**config.mk**
```make
export PLATFORM = sky130hd
export DESIGN_NAME = manchester_word_decoder_top
export DESIGN_NICKNAME = d
export VERILOG_FILES = /design/src/mwd_pkg.sv /design/src/mwd_step.sv /design/src/manchester_word_decoder_top.sv
export SDC_FILE = /design/constraint.sdc
export NUM_CORES = 1
export LEC_CHECK = 0
export BUFFER_PORTS_ARGS = -buffer_cell sky130_fd_sc_hd__buf_2
export CORE_MARGIN = 3
export CORE_UTILIZATION = 45
export DETAILED_ROUTE_END_ITERATION = 10
export MAX_ROUTING_LAYER = met4
export PLACE_DENSITY = 0.65
export SLEW_MARGIN = 20
export SYNTH_ARGS = -nofsm -noshare
export SYNTH_HDL_FRONTEND = slang
export SYNTH_SLANG_ARGS = --single-unit
export TNS_END_PERCENT = 1
```
**constraint.sdc**
```tcl
create_clock -name clock -period 8.5 [get_ports clock]
set_clock_uncertainty 0.2 [all_clocks]
set_input_delay 0.425 -clock clock [delete_from_list [all_inputs] [get_ports clock]]
set_output_delay 0.425 -clock clock [all_outputs]
set_load 0.02 [all_outputs]
```
**src/mwd_pkg.sv**
```systemverilog
`default_nettype none
package mwd_pkg;

   // result status codes
   localparam logic [1:0] ST_BUSY       = 2'd0;
   localparam logic [1:0] ST_READY      = 2'd1;
   localparam logic [1:0] ST_LEN_ERR    = 2'd2;
   localparam logic [1:0] ST_STRUCT_ERR = 2'd3;

   // register indexes on the csr port
   localparam int unsigned CSR_INDEX_BITS = 8;
   localparam logic [CSR_INDEX_BITS-1:0] REG_BIT_PERIOD   = 8'd0;
   localparam logic [CSR_INDEX_BITS-1:0] REG_PARITY_START = 8'd1;

   localparam int unsigned PERIOD_BITS = 15;
   localparam int unsigned THR_BITS    = 17;
   localparam logic [PERIOD_BITS-1:0] PERIOD_RESET = 15'd1000;

   typedef struct packed {
      logic [THR_BITS-1:0] q1;
      logic [THR_BITS-1:0] q3;
      logic [THR_BITS-1:0] q5;
      logic [THR_BITS-1:0] q7;
      logic [THR_BITS-1:0] q9;
   } thresh_type;

   typedef struct packed {
      logic       line_level;
      logic [1:0] half_bit_count;
      logic       in_word;
      logic       parity_acc;
      logic       command_flag;
   } ctl_type;

   // floor(k * period / 4), wide enough never to wrap
   function automatic logic [THR_BITS-1:0] quarter(input logic [3:0] k,
                                                   input logic [PERIOD_BITS-1:0] period);
      logic [THR_BITS+1:0] prod;
      prod = (THR_BITS+2)'(k) * (THR_BITS+2)'(period);
      return prod[THR_BITS+1:2];
   endfunction

   function automatic thresh_type make_thresh(input logic [PERIOD_BITS-1:0] period);
      thresh_type t;
      t.q1 = quarter(4'd1, period);
      t.q3 = quarter(4'd3, period);
      t.q5 = quarter(4'd5, period);
      t.q7 = quarter(4'd7, period);
      t.q9 = quarter(4'd9, period);
      return t;
   endfunction

endpackage
`default_nettype wire

```
**src/mwd_step.sv**
```systemverilog
`default_nettype none
module mwd_step #(
   parameter int unsigned WORD_BITS  = 16,
   parameter int unsigned TIMER_BITS = 16,
   parameter int unsigned BT_W       = $clog2(WORD_BITS + 1)
) (
   input  wire logic [15:0]              pulse_length,
   input  wire mwd_pkg::thresh_type      thr,
   input  wire logic                     parity_start,
   input  wire mwd_pkg::ctl_type         ctl_cur,
   input  wire logic [BT_W-1:0]          bits_cur,
   input  wire logic [WORD_BITS-1:0]     shift_cur,
   input  wire logic [WORD_BITS-1:0]     held_cur,
   output mwd_pkg::ctl_type              ctl_nxt,
   output logic [BT_W-1:0]               bits_nxt,
   output logic [WORD_BITS-1:0]          shift_nxt,
   output logic [WORD_BITS-1:0]          held_nxt,
   output logic [1:0]                    status
);

   localparam logic [15:0] LEN_MASK =
      (TIMER_BITS >= 16) ? 16'hFFFF : 16'((64'd1 << TIMER_BITS) - 64'd1);

   logic [mwd_pkg::THR_BITS-1:0] len;
   logic                         len_err;
   logic                         is_short;
   logic [2:0]                   cnt;

   assign len      = mwd_pkg::THR_BITS'(pulse_length & LEN_MASK);
   assign len_err  = (len < thr.q1) || (len > thr.q9);
   assign is_short = (len <= thr.q5);

   always_comb begin
      ctl_nxt   = ctl_cur;
      bits_nxt  = bits_cur;
      shift_nxt = shift_cur;
      held_nxt  = held_cur;
      status    = mwd_pkg::ST_BUSY;
      cnt       = 3'd0;

      ctl_nxt.line_level = ~ctl_cur.line_level;

      if (len_err) begin
         bits_nxt               = '0;
         ctl_nxt.half_bit_count = 2'd0;
         ctl_nxt.in_word        = 1'b0;
         status                 = mwd_pkg::ST_LEN_ERR;
      end else begin
         if (is_short) begin
            cnt = {1'b0, ctl_cur.half_bit_count} + 3'd1 + {2'b00, (len > thr.q3)};
            if (cnt > 3'd3) begin
               cnt = 3'd3;
            end
         end else begin
            // sync pulse starts a new word
            ctl_nxt.in_word      = 1'b1;
            shift_nxt            = '0;
            ctl_nxt.parity_acc   = parity_start;
            bits_nxt             = '0;
            cnt                  = (len > thr.q7) ? 3'd2 : 3'd1;
            ctl_nxt.command_flag = ~ctl_nxt.line_level;
         end
         ctl_nxt.half_bit_count = cnt[1:0];

         if (ctl_nxt.half_bit_count == 2'd2 && ctl_nxt.in_word) begin
            if (bits_nxt < BT_W'(WORD_BITS)) begin
               shift_nxt              = {shift_nxt[WORD_BITS-2:0], ctl_nxt.line_level};
               ctl_nxt.parity_acc     = ctl_nxt.parity_acc ^ ctl_nxt.line_level;
               bits_nxt               = bits_nxt + BT_W'(1);
               ctl_nxt.half_bit_count = 2'd0;
            end else begin
               // parity bit closes the word
               held_nxt               = shift_nxt;
               shift_nxt              = '0;
               bits_nxt               = '0;
               ctl_nxt.half_bit_count = 2'd0;
               ctl_nxt.in_word        = 1'b0;
               if (ctl_nxt.line_level != ctl_nxt.parity_acc) begin
                  held_nxt             = ~held_nxt;
                  ctl_nxt.line_level   = ~ctl_nxt.line_level;
                  ctl_nxt.command_flag = ~ctl_nxt.command_flag;
               end
               status = mwd_pkg::ST_READY;
            end
         end

         if (status == mwd_pkg::ST_BUSY && ctl_nxt.half_bit_count == 2'd3) begin
            bits_nxt               = '0;
            ctl_nxt.half_bit_count = 2'd0;
            ctl_nxt.in_word        = 1'b0;
            status                 = mwd_pkg::ST_STRUCT_ERR;
         end
      end
   end

endmodule
`default_nettype wire

```
**src/manchester_word_decoder_top.sv**
```systemverilog
// Manchester II word decoder, 1553 style.
// req channel: one transfer per line edge, carrying the timer ticks measured
// since the previous edge. rsp channel: exactly one transfer per req transfer,
// in order, giving a status (in progress, word ready, length error, structure
// error), the last completed data word and its command/data sync type.
// csr channel: write bit_period (index 0) or parity_start (index 1) while the
// block is idle; csr_ready is always high, other indexes are ignored. Pulse
// thresholds are recomputed from bit_period on the write.
// A req item is captured in the input register, decoded by the state
// update and captured in the result register, which drives rsp_tvalid.
// Throughput: one item per cycle while the rsp side accepts, set by the
// combinational decoder state update between input and result registers.
// When the rsp side stalls, the result is held and the input register still
// takes one more item; req_tready drops only while both registers are full.
// Reset: bit_period 1000, parity_start 1, decoder state and held word zero,
// both pipeline registers empty.
`default_nettype none
module manchester_word_decoder_top #(
   parameter int unsigned WORD_BITS  = 16,
   parameter int unsigned TIMER_BITS = 16
) (
   input  wire logic        clock,
   input  wire logic        reset,
   input  wire logic        req_tvalid,
   output logic             req_tready,
   input  wire logic [15:0] req_tdata,     // [15:0] pulse_length
   output logic             rsp_tvalid,
   input  wire logic        rsp_tready,
   output logic [15:0]      rsp_tdata,     // [15:0] word_data
   output logic [2:0]       rsp_tuser,     // [1:0] status, [2] word_is_command
   input  wire logic        csr_valid,
   output logic             csr_ready,
   input  wire logic [mwd_pkg::CSR_INDEX_BITS-1:0] csr_index,
   input  wire logic [15:0] csr_data
);

   localparam int unsigned BT_W = $clog2(WORD_BITS + 1);

   mwd_pkg::thresh_type   thr_ff, thr_in;
   logic                  par_start_ff, par_start_in;

   logic                  s1_valid_ff, s1_valid_in;
   logic [15:0]           s1_len_ff, s1_len_in;

   mwd_pkg::ctl_type      ctl_ff, ctl_in;
   logic [BT_W-1:0]       bits_ff, bits_in;
   logic [WORD_BITS-1:0]  shift_ff, shift_in;
   logic [WORD_BITS-1:0]  held_ff, held_in;

   logic                  out_valid_ff, out_valid_in;
   logic [1:0]            out_status_ff, out_status_in;
   logic [15:0]           out_word_ff, out_word_in;
   logic                  out_cmd_ff, out_cmd_in;

   mwd_pkg::ctl_type      ctl_step;
   logic [BT_W-1:0]       bits_step;
   logic [WORD_BITS-1:0]  shift_step;
   logic [WORD_BITS-1:0]  held_step;
   logic [1:0]            status_step;

   logic                  out_free;
   logic                  s1_move;
   logic                  req_fire;
   logic                  csr_fire;

   assign csr_ready  = 1'b1;
   assign csr_fire   = csr_valid && csr_ready;
   assign out_free   = !out_valid_ff || rsp_tready;
   assign s1_move    = s1_valid_ff && out_free;
   assign req_tready = !s1_valid_ff || out_free;
   assign req_fire   = req_tvalid && req_tready;

   mwd_step #(
      .WORD_BITS  (WORD_BITS),
      .TIMER_BITS (TIMER_BITS),
      .BT_W       (BT_W)
   ) u_step (
      .pulse_length (s1_len_ff),
      .thr          (thr_ff),
      .parity_start (par_start_ff),
      .ctl_cur      (ctl_ff),
      .bits_cur     (bits_ff),
      .shift_cur    (shift_ff),
      .held_cur     (held_ff),
      .ctl_nxt      (ctl_step),
      .bits_nxt     (bits_step),
      .shift_nxt    (shift_step),
      .held_nxt     (held_step),
      .status       (status_step)
   );

   always_comb begin
      thr_in       = thr_ff;
      par_start_in = par_start_ff;
      if (csr_fire) begin
         unique case (csr_index)
            mwd_pkg::REG_BIT_PERIOD:
               thr_in = mwd_pkg::make_thresh(csr_data[mwd_pkg::PERIOD_BITS-1:0]);
            mwd_pkg::REG_PARITY_START:
               par_start_in = csr_data[0];
            default: ;
         endcase
      end
   end

   always_comb begin
      s1_valid_in = s1_valid_ff;
      s1_len_in   = s1_len_ff;
      if (req_fire) begin
         s1_valid_in = 1'b1;
         s1_len_in   = req_tdata;
      end else if (s1_move) begin
         s1_valid_in = 1'b0;
      end
   end

   always_comb begin
      ctl_in        = ctl_ff;
      bits_in       = bits_ff;
      shift_in      = shift_ff;
      held_in       = held_ff;
      out_valid_in  = out_valid_ff && !rsp_tready;
      out_status_in = out_status_ff;
      out_word_in   = out_word_ff;
      out_cmd_in    = out_cmd_ff;
      if (s1_move) begin
         ctl_in        = ctl_step;
         bits_in       = bits_step;
         shift_in      = shift_step;
         held_in       = held_step;
         out_valid_in  = 1'b1;
         out_status_in = status_step;
         out_word_in   = 16'(held_step);
         out_cmd_in    = ctl_step.command_flag;
      end
   end

   always_ff @(posedge clock) begin
      if (reset) begin
         thr_ff       <= mwd_pkg::make_thresh(mwd_pkg::PERIOD_RESET);
         par_start_ff <= 1'b1;
         s1_valid_ff  <= 1'b0;
         ctl_ff       <= '0;
         bits_ff      <= '0;
         shift_ff     <= '0;
         held_ff      <= '0;
         out_valid_ff <= 1'b0;
      end else begin
         thr_ff       <= thr_in;
         par_start_ff <= par_start_in;
         s1_valid_ff  <= s1_valid_in;
         ctl_ff       <= ctl_in;
         bits_ff      <= bits_in;
         shift_ff     <= shift_in;
         held_ff      <= held_in;
         out_valid_ff <= out_valid_in;
      end
   end

   always_ff @(posedge clock) begin
      s1_len_ff     <= s1_len_in;
      out_status_ff <= out_status_in;
      out_word_ff   <= out_word_in;
      out_cmd_ff    <= out_cmd_in;
   end

   assign rsp_tvalid = out_valid_ff;
   assign rsp_tdata  = out_word_ff;
   assign rsp_tuser  = {out_cmd_ff, out_status_ff};

   // a count of three always ends in a structure error, so it is never kept
   a_no_stored_triple: assert property (@(posedge clock) disable iff (reset)
      ctl_ff.half_bit_count != 2'd3)
      else $error("half-bit count of three kept in state");

   a_bits_bound: assert property (@(posedge clock) disable iff (reset)
      bits_ff <= BT_W'(WORD_BITS))
      else $error("bit counter past word length");

   a_ready_closes_word: assert property (@(posedge clock) disable iff (reset)
      (s1_move && status_step == mwd_pkg::ST_READY)
         |=> (!ctl_ff.in_word && bits_ff == '0 && ctl_ff.half_bit_count == 2'd0))
      else $error("word still open after word ready");

   a_stage_holds: assert property (@(posedge clock) disable iff (reset)
      (s1_valid_ff && !out_free) |=> (s1_valid_ff && $stable(s1_len_ff)))
      else $error("input register lost an item while output stalled");

endmodule
`default_nettype wire

```
# Word level (Yosys, flattened, before mapping)
# Cells that the tools add are included.
[word_totals] reg_bits=158 inputBits=45 out_inout_bits=22 word_cells=103
[op_classes] n_addsub=3 mul=4 order_cmp=7 eq_ne=5 n_mux=39 n_bitwise=5 reduce_logical=19
[ops] operator="16-bit 2-to-1 mux" n=8
[ops] operator="3-bit by 15-bit multiplier with 18-bit output, first input constant" n=2
[ops] operator="5-bit 2-to-1 mux" n=6
[ops] operator="4-bit by 15-bit multiplier with 19-bit output, first input constant" n=1
[ops] operator="16-bit by 17-bit > comparator with 1-bit output" n=1
[ops] operator="2-bit by 15-bit multiplier with 17-bit output, first input constant" n=1
[ops] operator="16-bit by 15-bit > comparator with 1-bit output" n=1
[ops] operator="16-bit > comparator" n=1
[ops] operator="16-bit less-or-equal comparator" n=1
[ops] operator="16-bit by 13-bit < comparator with 1-bit output" n=1
[ops] operator="16-bit inverter" n=1
[ops] operator="1-bit 2-to-1 mux" n=13
[ops] operator="2-bit 2-to-1 mux" n=6
[ops] operator="3-bit 2-to-1 mux" n=4
[ops] operator="6-bit 2-to-1 mux" n=2
[ops] operator="8-bit by 1-bit equality test with 1-bit output, second input constant" n=1
[ops] operator="8-bit logical NOT" n=1
[ops] operator="2-bit AND reduction" n=4
[ops] operator="5-bit by 1-bit adder with 5-bit output, second input constant" n=1
[ops] operator="1-bit logical AND" n=5
[ops] operator="5-bit < comparator, second input constant" n=1
[ops] operator="2-bit equality test, second input constant" n=2
[ops] operator="4-bit by 3-bit inequality test with 1-bit output, second input constant" n=1
[ops] operator="2-bit by 1-bit adder with 3-bit output, second input constant" n=1
[ops] operator="other kinds (10)" n=16

# Logic depth before layout (Yosys ltp)
# Gate-level depths: netlist (run 1).
[logic_depth] word_depth=14 mapped_depth=21 mapped_depth_nobuf=20

# Cells and area by module
# Synthesis (run 1) repeated with hierarchy kept, for this count alone.
[hier_totals] hier_cells=1359 hier_area_um2=11519.8
[modules_own_cells] mod="manchester_word_decoder_top" instances=1 cells_each=916 area_per_inst_um2=8401.8 seq_area_each_um2=3493.4
[modules_own_cells] mod="mwd_step" instances=1 cells_each=443 area_per_inst_um2=3118.0 seq_area_each_um2=0.0

# Least setup slack after synthesis (run 1)
# OpenSTA, ideal clock, no wires.
[synth_timing] path_type="reg2reg" startpoint="register s1_len_ff[1]" endpoint="register out_word_ff[5] (netlist: rsp_tdata[5]), data pin" setup_time_ps=260 arrival_ps=3779 t_required_ps=8040 path_slack_ps=4261 path_stages_with_launch=20 n_path_buf=1 period_less_slack_ps=4239 path_cell_list="edfxtp_1 > ha_1 > nor2b_1 > o21a_1 > o21a_1 > o21a_1 > o21a_1 > o211ai_1 > a211oi_1 > o21ai_0 > ha_1 > inv_1 > ha_1 > nand2_1 > nor2_1 > and2_1 > nand2_1 > nor3_4 > buf_6 > mux2_2"
[synth_between] elab_chain_len=10 elab_cells_between_ends=27 cone_classes="add/sub (1); order compare (7); eq/ne (2); mux (14); bitwise (1); reduce/logical (2)"
[synth_rtl] item="start: declaration" line="manchester_word_decoder_top.sv:43" rtl="logic [15:0] s1_len_ff, s1_len_in;"
[synth_rtl] item="start signal: assignment" line="manchester_word_decoder_top.sv:161" rtl="s1_len_ff <= s1_len_in;"
[synth_rtl] item="16-bit by 15-bit > comparator with 1-bit output" line="mwd_step.sv:50" rtl="cnt = {1'b0, ctl_cur.half_bit_count} + 3'd1 + {2'b00, (len > thr.q3)};"
[synth_rtl] item="3-bit by 1-bit adder with 3-bit output" line="mwd_step.sv:50"
[synth_rtl] item="3-bit by 2-bit > comparator with 1-bit output" line="mwd_step.sv:51" rtl="if (cnt > 3'd3) begin"
[synth_rtl] item="2-bit 2-to-1 mux" line="mwd_step.sv:51"
[synth_rtl] item="2-bit 2-to-1 mux" line="mwd_step.sv:49" rtl="if (is_short) begin"
[synth_rtl] item="2-bit 2-to-1 mux" line="mwd_step.sv:43" rtl="if (len_err) begin"
[synth_rtl] item="2-bit equality test" line="mwd_step.sv:65" rtl="if (ctl_nxt.half_bit_count == 2'd2 && ctl_nxt.in_word) begin"
[synth_rtl] item="1-bit logical AND" line="mwd_step.sv:65"
[synth_rtl] item="16-bit 2-to-1 mux" line="mwd_step.sv:65"
[synth_rtl] item="16-bit 2-to-1 mux *" line="mwd_step.sv:43"
[synth_rtl] item="named net held_step[5]" line="manchester_word_decoder_top.sv:58" rtl="logic [WORD_BITS-1:0] held_step;"
[synth_rtl] item="end signal: assignment" line="manchester_word_decoder_top.sv:163" rtl="out_word_ff <= out_word_in;"
[synth_rtl] item="end: declaration" line="manchester_word_decoder_top.sv:52" rtl="logic [15:0] out_word_ff, out_word_in;"
# Mark *: on every way through the listed nets, which the timed path passes. The rest lies on a longest branch. The select of a mux whose other input is x is not followed.
# A chain may end at the register's enable or synchronous reset.

# Worst setup path in the final report (run 1)
[layout_timing] startpoint="register s1_len_ff[1]" endpoint="register out_word_ff[14] (netlist: rsp_tdata[14]), data pin"
# Same word-level chain as after synthesis.

==> results of run 1 <==
==> area by class of cell <==
cell class / count / area, µm²
clock buffers: 17 / 425
clock inverters: 15 / 188
fillers: 2165 / 10900
inverters: 98 / 368
multi-input cells: 850 / 6660
flip-flops and latches: 157 / 3490
well taps: 313 / 392
repair buffers: 86 / 526
==> Yosys cell counts (7+ instances only) <==
cell type,n
xnor2_1,37
edfxtp_1,35
o211ai_1,26
nor3_1,14
a21oi_1,90
mux2_2,10
o21a_1,15
dfxtp_1,122
nand4_1,17
clkbuf_1,21
nor2_1,43
and2_1,8
and3_1,8
a22o_1,34
ha_1,158
nor2b_1,14
or3_1,14
o31ai_1,15
a21o_1,25
o21ai_0,31
inv_1,98
xor2_1,14
nand3_1,19
fa_1,18
nor4_1,7
a31oi_1,8
nand2_1,112
a211oi_1,22
==> worst max-delay path, delay by kind of cell (launching register included) <==
kind | cells | cell delay (ns)
simple gates | 6 | 1.60
mux | 1 | 0.42
compound gates | 7 | 1.12
fa+ha+maj | 3 | 0.88
flops | 1 | 0.52
buf+inv | 1 | 0.04
==> power by group <==
part / total (µW) / switching, µW / internal (µW) / leakage, µW
logic: 400 / 231 / 169 / 0.00362
clock network: 780 / 379 / 401 / 0.000295
registers: 789 / 15.0 / 774 / 0.00131
==> final timing paths <==
check                          from  depth (start not counted)                        to  slack, ns
max reg2reg  s1_len_ff[1]$_DFFE_PP_                         18   rsp_tdata[14]$_DFFE_PP_       3.50
max          s1_len_ff[1]$_DFFE_PP_                         18   rsp_tdata[14]$_DFFE_PP_       3.50
min reg2reg  thr_ff[9]$_SDFFE_PP0P_                          2    thr_ff[9]$_SDFFE_PP0P_       0.25
min                      req_tvalid                          3  s1_valid_ff$_SDFFE_PP0P_       0.04
==> flip-flops by register name, summed over array words and instances, names as in the netlist <==
register       count
thr_ff            76
held_ff           16
rsp_tdata         16
s1_len_ff         16
shift_ff          16
ctl_ff             6
bits_ff            5
out_status_ff      2
out_cmd_ff         1
par_start_ff       1
rsp_tvalid         1
s1_valid_ff        1
==> metrics by stage <==
| stage | utilization | hold WS, ns |
|---|---|---|
| final | 0.524 | 0.0422 |
| after global routing | 0.524 | 0.0954 |
| after CTS | 0.524 | 0.0286 |
| after detailed placement | 0.490 | 0.244 |
| after global placement | 0.490 | 0.238 |
| after floorplan | - | 0.232 |
==> logic make-up (layout without fill, tap and decap cells) <==
kind of cell / count (synthesis) / after routing / share of synthesized area
mux: 21 / 21 / 0.0215
simple gates: 286 / 286 / 0.135
other cells: 1 / 1 / 0.000351
compound gates: 315 / 315 / 0.203
fa+ha+maj: 176 / 176 / 0.219
xor+xnor: 51 / 51 / 0.0418
flops: 157 / 157 / 0.327
buf+inv: 138 / 216 / 0.0527
==> layout by cell type (no fill, tap or decap), drive strengths merged, types with 3 or more instances in the layout <==
| cell | instances |
|---|---|
| a21o | 25 |
| nor2 | 45 |
| dlygate4sd3 | 16 |
| clkbuf | 17 |
| nand4 | 17 |
| and3 | 8 |
| edfxtp | 35 |
| or2 | 7 |
| o211a | 3 |
| or3 | 14 |
| mux2i | 5 |
| o311ai | 3 |
| ha | 158 |
| xor2 | 14 |
| fa | 18 |
| inv | 106 |
| nor4 | 8 |
| clkinv | 6 |
| o21ai | 36 |
| a31oi | 9 |
| a211oi | 23 |
| buf | 70 |
| xnor2 | 37 |
| nor2b | 14 |
| dfxtp | 122 |
| o31ai | 15 |
| o21bai | 5 |
| a21oi | 91 |
| nand2b | 6 |
| o21a | 15 |
| o21ba | 3 |
| o211ai | 26 |
| nand2 | 112 |
| a22o | 34 |
| nor3 | 16 |
| a2111oi | 6 |
| nand4b | 4 |
| mux2 | 16 |
| nand3 | 21 |
| and2 | 8 |
==> routing by layer <==
| metal | global-route usage | up-vias |
|---|---|---|
| li1 | - | 4300 |
| met4 | 0.0655 | 0 |
| met1 | 0.263 | 4010 |
| met3 | 0.0311 | 36 |
| met5 | - | - |
| met2 | 0.330 | 139 |
==> timing repair <==
item	4_1_cts	5_1_grt
hold endpoints to repair	16	0
hold buffers	16	0
setup buffers	0	0
==> reports/qor.csv, run 1 <==
metric,value,unit
Worst Path Required,8.50,ns
fin crit share,0.588,
cts bufs inserted,17,
via count,8485,
post-route setup slack,3.50,ns
Metal-1 WL,11900,µm
"Distinct cells, synth",74,
Crit path arrival time,5.00,ns
CTS tree,built,
cells along the critical path,ha_1 > nor2b_1 > o21a_1 > o21a_1 > o21a_1 > o21a_1 > o211ai_1 > a211oi_1 > o21ai_0 > ha_1 > inv_1 > ha_1 > nand2_1 > nor2_1 > and2_1 > nand2_1 > nor3_4 > mux2_2,
Setup TNS,0,ns
n_diodes,0,
Pre-antenna DRT Iters,4,
PwrDens,163,mW/mm²
Post-synth top flop,dfxtp_1,
Tot Pwr,1970,µW
normalized max-slew margin,0.293,
post-route ant nets,0,
Final Max Slew Viols,0,
Crit path top cell by count,o21a_1,
post-synthesis sequential area ratio,0.327,
wire length on met2,11700,µm
crit-path max FO,18,
Max-Cap Viols,0,
post-place setup slack,3.50,ns
Site Rows,55,
Final HPWL DP,17900,µm
post-synthesis async set-or-reset flop share,0,
"area leader, netlist",dfxtp_1,
top sig layer,met4,
drt total wl,24900,µm
unrepaired setup endpoints after global routing,no,
number of I/O port buffers,64,
final hold violations,0,
CP endpoint kind,flop,
Global Route Usage Sum,0.204,
Clock Latency Late Sink,0.44,ns
Die Footprint,0.0256,mm²
Final #Nets,1431,
GRT overflow,0,
Clock transition at path regs,0.07,ns
post-synth top area share,0.229,
Die Ht,160,µm
clock sink total,157,
Synth Cell Area,0.0107,mm²
# setup viols final,0,
Crit path largest cell delay,0.81,ns
Mean Syn Cell Area,9.33,µm²
layout cells sized above 1,0.113,
htree depth,4,
dpl cells,1488,
critical path launch point type,flop,
vias per cell,5.52,
Post-Synthesis Cells,1145,
Layout area overhead,12.7,%
core area,0.0230,mm²
CTS resizes,0,
Bufs on Longest Clock Path,2,
vias in the first global route,8381,
critical path type,reg2reg,
Seq cells post-synth,157,
number of flops mapped to enable cells by yosys,35,
CTS root buf,clkbuf_16,
Post-Layout Inst Area,0.0120,mm²
wire per inst,16.2,µm
Die W,160,µm
GPL Wtd Cong,0.831,
synthesized net count,1366,
outcome,"finished, final reports clean",
IO Count,67,
Worst Max-Slew Pin Slew,1.06,ns
1st-iter DRT viols,421,
critical path's slowest cell,nor3_4,
Leak,0.00522,µW
Final Critical Period,5.00,ns
initial antenna violation count,0,
pin count of the biggest net entering global routing,70,
final std cells w/o fill,1536,
synth top area cells,"dfxtp_1, ha_1, edfxtp_1",
Peak VDD IR,0.000127,V
first-pass GRT wire length,41200,µm
DR DRC count,0,
Max Clk Rate,200,MHz
met3 routed WL,861,µm
placed standard-cell area,0.0113,mm²
worst hold path class,in2reg,
warnings from Yosys,0,
effective utilization at floorplan,0.465,
(Power assumes the default switching activity.)
==> run 2, diff against run 1 <==
Settings changed: ABC_AREA set to 1, PLACE_DENSITY 0.65 to 0.67.
Clock period 8.5 ns to 4.1 ns, I/O delays scaled along.
==> run 2 against run 1 <==
Synthesized cell count grew 32%. Sequential share of layout area shrank 2.0 points. Final cell count grew 25%. Power grew 120%. Clock power grew 110%. Critical path type unchanged. Critical endpoint is now shift_ff[2]$_SDFFE_PP0P_.
==> reports/qor.csv, run 2 <==
metric,value,unit
met2 GRT Util,0.364,
n_diodes,0,
Worst Max-Slew Pin Slew,0.857,ns
Pre-antenna DRT Iters,6,
global routing's busiest layer,met2,
Clock transition at path regs,0.07,ns
post-route ant nets,0,
initial antenna violation count,0,
DR DRC count,0,
worst hold path class,in2reg,
Crit path largest cell delay,0.51,ns
wire per inst,14.8,µm
CP endpoint kind,flop,
Clock Latency Late Sink,0.44,ns
via count,10200,
Mean Syn Cell Area,7.58,µm²
post-synthesis async set-or-reset flop share,0,
Post-synth top flop,dfxtp_1,
drt total wl,28600,µm
FF-to-FF Start,s1_len_ff[1]$_DFFE_PP_,
post-synthesis sequential area ratio,0.304,
fin crit share,0.857,
outcome,"finished, final reports clean",
pin count of the biggest net entering global routing,82,
post-route setup slack,0.588,ns
GRT overflow,0,
final hold violations,0,
# setup viols final,0,
Reg2Reg Depth,21,
critical path type,reg2reg,
number of I/O port buffers,64,
"area leader, netlist",dfxtp_1,
layout cells sized above 1,0.103,
Peak VDD IR,0.000273,V
Post-CTS Setup Inserts,0,
fillers,2386,
post-synth top area share,0.213,
htree depth,4,
core area,0.0247,mm²
Util after Layout,0.524,
unrepaired setup endpoints after global routing,no,
Final Critical Period,3.51,ns
Layout area overhead,12.5,%
cells along the critical path,ha_1 > inv_1 > nor2_1 > nor2_1 > o21a_1 > o221ai_1 > nand2_1 > o2111ai_1 > nand2_1 > ha_1 > inv_1 > ha_1 > nor2_1 > nand2_4 > nand3_2 > nor2_4 > buf_4 > nand2_1 > nor2_1 > o21ai_0 > inv_1,
synth top area cells,"dfxtp_1, ha_1, nand2_1",
vias per cell,5.29,
Crit path top cell by count,nor2_1,
GPL Wtd Cong,0.865,
"Hold-fix buffers, CTS",23,
vias in the first global route,9721,
hold endpoint,thr_ff[0]$_SDFFE_PP0P_,
worst reg2reg endpoint,shift_ff[2]$_SDFFE_PP0P_,
most frequent cells after synthesis,"nand2_1, inv_1, a21oi_1, ha_1, dfxtp_1",
Final #Nets,1808,
Max Clk Rate,285,MHz
final hold slack,0.0135,ns
Die W,166,µm
synthesized net count,1736,
first-pass GRT wire length,47300,µm
post-place setup slack,0.561,ns
max FFs per register,76,
Seq cells post-synth,157,
1st-iter DRT viols,643,
warnings from Yosys,0,
most frequent cell after synthesis,nand2_1,
cts bufs inserted,17,
CTS tree,built,
Leak,0.00641,µW
min-delay src,csr_data[2],
normalized max-slew margin,0.429,
"commonest non-fill, non-tap cells in the layout","nand2_1, inv_1, a21oi_1",
Bufs on Longest Clock Path,2,
Setup TNS,0,ns
critical path launch point type,flop,
Crit path arrival time,3.64,ns
IO Count,67,
worst hold path depth,3,
global-route track usage on met1,0.268,
Tot Pwr,4240,µW
Synth Cell Area,0.0115,mm²
effective utilization at floorplan,0.466,
Site Rows,57,
Biggest register,thr_ff,
PwrDens,328,mW/mm²
Post-Synthesis Cells,1515,
Global Route Usage Sum,0.213,
Worst Path Required,4.23,ns
clock sink total,157,
Die Footprint,0.0275,mm²
CTS resizes,0,
Final HPWL DP,20400,µm
Max-Cap Viols,0,
crit-path max FO,13,
r2r setup slk,0.59,ns
Final Max Slew Viols,0,
Die Ht,166,µm
number of flops mapped to enable cells by yosys,35,
"most common cell after layout, fill and taps aside",nand2_1,
GRT met3 Usage,0.0264,
critical path's slowest cell,edfxtp_1,
"Distinct cells, synth",53,
CTS root buf,clkbuf_16,
[run 2: cell type report]
| class | count | area, µm² | area share |
|---|---|---|---|
| clock inverter | 15 | 190 | 0.0147 |
| clock buffer | 17 | 425 | 0.0329 |
| sequential | 157 | 3490 | 0.270 |
| tap | 324 | 405 | 0.0314 |
| inverter | 218 | 821 | 0.0635 |
| timing repair buffer | 100 | 648 | 0.0502 |
| multi-input combinational | 1093 | 6940 | 0.537 |
[run 2: worst max path at each step]
stage / startpoint / to / slack (ns) / cells after the start
after floorplan: s1_len_ff[1]$_DFFE_PP_ / rsp_tdata[0]$_DFFE_PP_ / 1.12 / 19
after global placement: s1_len_ff[1]$_DFFE_PP_ / shift_ff[10]$_SDFFE_PP0P_ / 0.59 / 21
after detailed placement: s1_len_ff[1]$_DFFE_PP_ / shift_ff[2]$_SDFFE_PP0P_ / 0.56 / 21
after CTS: s1_len_ff[1]$_DFFE_PP_ / shift_ff[2]$_SDFFE_PP0P_ / 0.54 / 21
after global routing: s1_len_ff[1]$_DFFE_PP_ / shift_ff[5]$_SDFFE_PP0P_ / 0.36 / 21
final: s1_len_ff[1]$_DFFE_PP_ / shift_ff[2]$_SDFFE_PP0P_ / 0.59 / 21
[run 2: where the power goes]
group / internal (µW) / switching, µW
clock: 831 / 784
combinational: 349 / 606
sequential: 1630 / 38.1
[run 2: layer usage]
metal | part of all wire | up-vias
met1 | 0.46 | 4719
met2 | 0.48 | 213
li1 | - | 5222
met4 | 0.014 | 0
met3 | 0.037 | 31
met5 | 0 | -
[run 2: critical path, delay by kind of cell, from the launching register on]
family | cells | cell delay [ns]
AOI/OAI and AO/OA | 4 | 0.63
adders and majority gates | 3 | 0.75
buffers and inverters | 4 | 0.31
DFF | 1 | 0.51
and+or+nand+nor | 10 | 1.01
[run 2: through the flow]
stage,area [µm²],instances
floorplan,11500,1515
global placement,12100,1869
detailed placement,12100,1869
CTS,12900,1924
global route,12900,1924
finish,12900,1924
[run 2: logic make-up after synthesis]
| logic type | Yosys count | share of synthesized area |
|---|---|---|
| simple gates | 546 | 0.215 |
| xor+xnor | 27 | 0.0206 |
| fa+ha+maj | 176 | 0.203 |
| buf+inv | 265 | 0.0924 |
| other cells | 1 | 0.000326 |
| compound gates | 343 | 0.164 |
| flops | 157 | 0.304 |
==> run 3, diff against run 2 <==
Settings changed: CORE_MARGIN 3 to unset.
==> run 3 against run 2 <==
Clock-buffer cell count up 2. Sequential cell count did not move. Worst hold slack improved by 0.0011 ns. First-iteration DRC count fell by 20%. Cell area decreased by 0.34%.
==> reports/qor.csv, run 3 (synthesis results as in run 2) <==
metric,value,unit
vias in the first global route,9706,
Pint,2840,µW
# setup viols final,0,
Peak VDD IR,0.000285,V
Crit path arrival time,3.72,ns
drt total wl,27500,µm
max FFs per register,76,
Leak,0.00637,µW
Final #Nets,1807,
IO Count,67,
htree depth,4,
DR DRC count,0,
Global Route Usage Sum,0.225,
Logic pwr share,0.227,
Pre-antenna DRT Iters,5,
critical path type,reg2reg,
Final HPWL DP,20000,µm
Sw Pwr,1330,µW
"commonest non-fill, non-tap cells in the layout","nand2_1, inv_1, a21oi_1",
Worst Path Required,4.22,ns
unrepaired setup endpoints after global routing,no,
1st-iter DRT viols,517,
GPL Wtd Cong,0.886,
CTS tree,built,
final hold violations,0,
effective utilization at floorplan,0.458,
Post-CTS Setup Inserts,0,
pin count of the biggest net entering global routing,65,
worst hold path class,in2reg,
Final Critical Period,3.59,ns
global routing's busiest layer,met2,
Flop pwr share,0.399,
"most common cell after layout, fill and taps aside",nand2_1,
Die Ht,162,µm
Site Rows,58,
Setup TNS,0,ns
normalized max-slew margin,0.478,
number of I/O port buffers,64,
Bufs on Longest Clock Path,2,
footprint of the multi-input gates,0.00694,mm²
Clock transition at path regs,0.07,ns
Die Footprint,0.0262,mm²
Biggest register,thr_ff,
Max-Cap Viols,0,
cts bufs inserted,17,
Worst Max-Slew Pin Slew,0.782,ns
vias per cell,5.24,
GRT met3 Usage,0.0306,
post-route ant nets,0,
Util after Layout,0.513,
CTS root buf,clkbuf_16,
Die W,162,µm
fillers,2534,
outcome,"finished, final reports clean",
layout cells sized above 1,0.101,
initial antenna violation count,0,
met2 GRT Util,0.400,
Max Clk Rate,278,MHz
Clock Latency Late Sink,0.44,ns
Layout area overhead,12.1,%
first-pass GRT wire length,45600,µm
n_diodes,0,
crit-path max FO,8,
Final Max Slew Viols,0,
Sw Share,0.319,
critical path launch point type,flop,
core area,0.0251,mm²
CP endpoint kind,flop,
global-route track usage on met1,0.259,
Storage cell area,0.00349,mm²
r2r setup slk,0.51,ns
GRT overflow,0,
via count,10100,
PwrDens,324,mW/mm²
clock sink total,157,
wire per inst,14.3,µm
CTS resizes,0,
Clk network pwr share,0.373,
fin crit share,0.876,
## run 3: cell count changes in the layout (fill, tap and decap cells not counted), sizes merged
cell	before	now
buf	77	76
bufinv	0	1
clkbuf	17	19
clkinv	13	8
clkinvlp	1	3
## run 3: final timing paths
path | cells past startpoint | from | to
min | 3 | csr_data[9] | thr_ff[75]$_SDFFE_PP1P_
min reg2reg | 2 | thr_ff[36]$_SDFFE_PP0P_ | thr_ff[36]$_SDFFE_PP0P_
max | 21 | s1_len_ff[1]$_DFFE_PP_ | shift_ff[10]$_SDFFE_PP0P_
max reg2reg | 21 | s1_len_ff[1]$_DFFE_PP_ | shift_ff[10]$_SDFFE_PP0P_
## run 3: cell type report
class,count,area share
repair buffers,99,0.0497
flip-flops and latches,157,0.271
clock inverters,13,0.0100
inverters,218,0.0637
clock buffers,19,0.0344
multi-input cells,1093,0.539
well taps,330,0.0321
## run 3: worst max-delay path, cell delays in order (launching register included)
cell and delay (ns):
edfxtp_1 0.52, ha_1 0.36, inv_1 0.04, nor2_1 0.08, nor2_1 0.05, o21a_1 0.17, o221ai_1 0.20, nand2_1 0.08
o2111ai_1 0.08, nand2_1 0.12, ha_1 0.19, inv_1 0.05, ha_1 0.21, nor2_1 0.18, nand2_4 0.09, nand3_2 0.12
nor2_4 0.07, buf_4 0.17, nand2_1 0.20, nor2_1 0.06, o21ai_0 0.17, inv_1 0.05
## run 3: repair_timing
action | in CTS | in global routing
setup endpoints to repair | 0 | 0
hold buffers | 23 | 0
hold endpoints to repair | 20 | 0
## run 3: metal layers
layer	wire (µm)	vias to the layer above
met5	0	-
met3	879	33
li1	-	5207
met2	14000	172
met4	524	0
met1	12100	4687
## run 3: stage by stage
step	setup WS (ns)	total power (µW)	cells	instance area (µm²)	hold slack [ns]
floorplan	1.12	2380	1515	11500	0.104
global placement	0.585	2610	1874	12100	0.183
detailed placement	0.542	2630	1874	12100	0.186
CTS	0.512	4210	1929	12900	0.00510
global route	0.287	4410	1929	12900	0.0227
finish	0.508	4180	1929	12900	0.0146
## run 3: power groups by stage
stage / clock [µW] / combinational, µW / sequential (µW)
2_1_floorplan: 0 / 681 / 1700
3_3_place_gp: 0 / 913 / 1700
3_5_place_dp: 0 / 932 / 1700
4_1_cts: 1590 / 954 / 1670
5_1_grt: 1660 / 1080 / 1670
6_report: 1560 / 949 / 1670
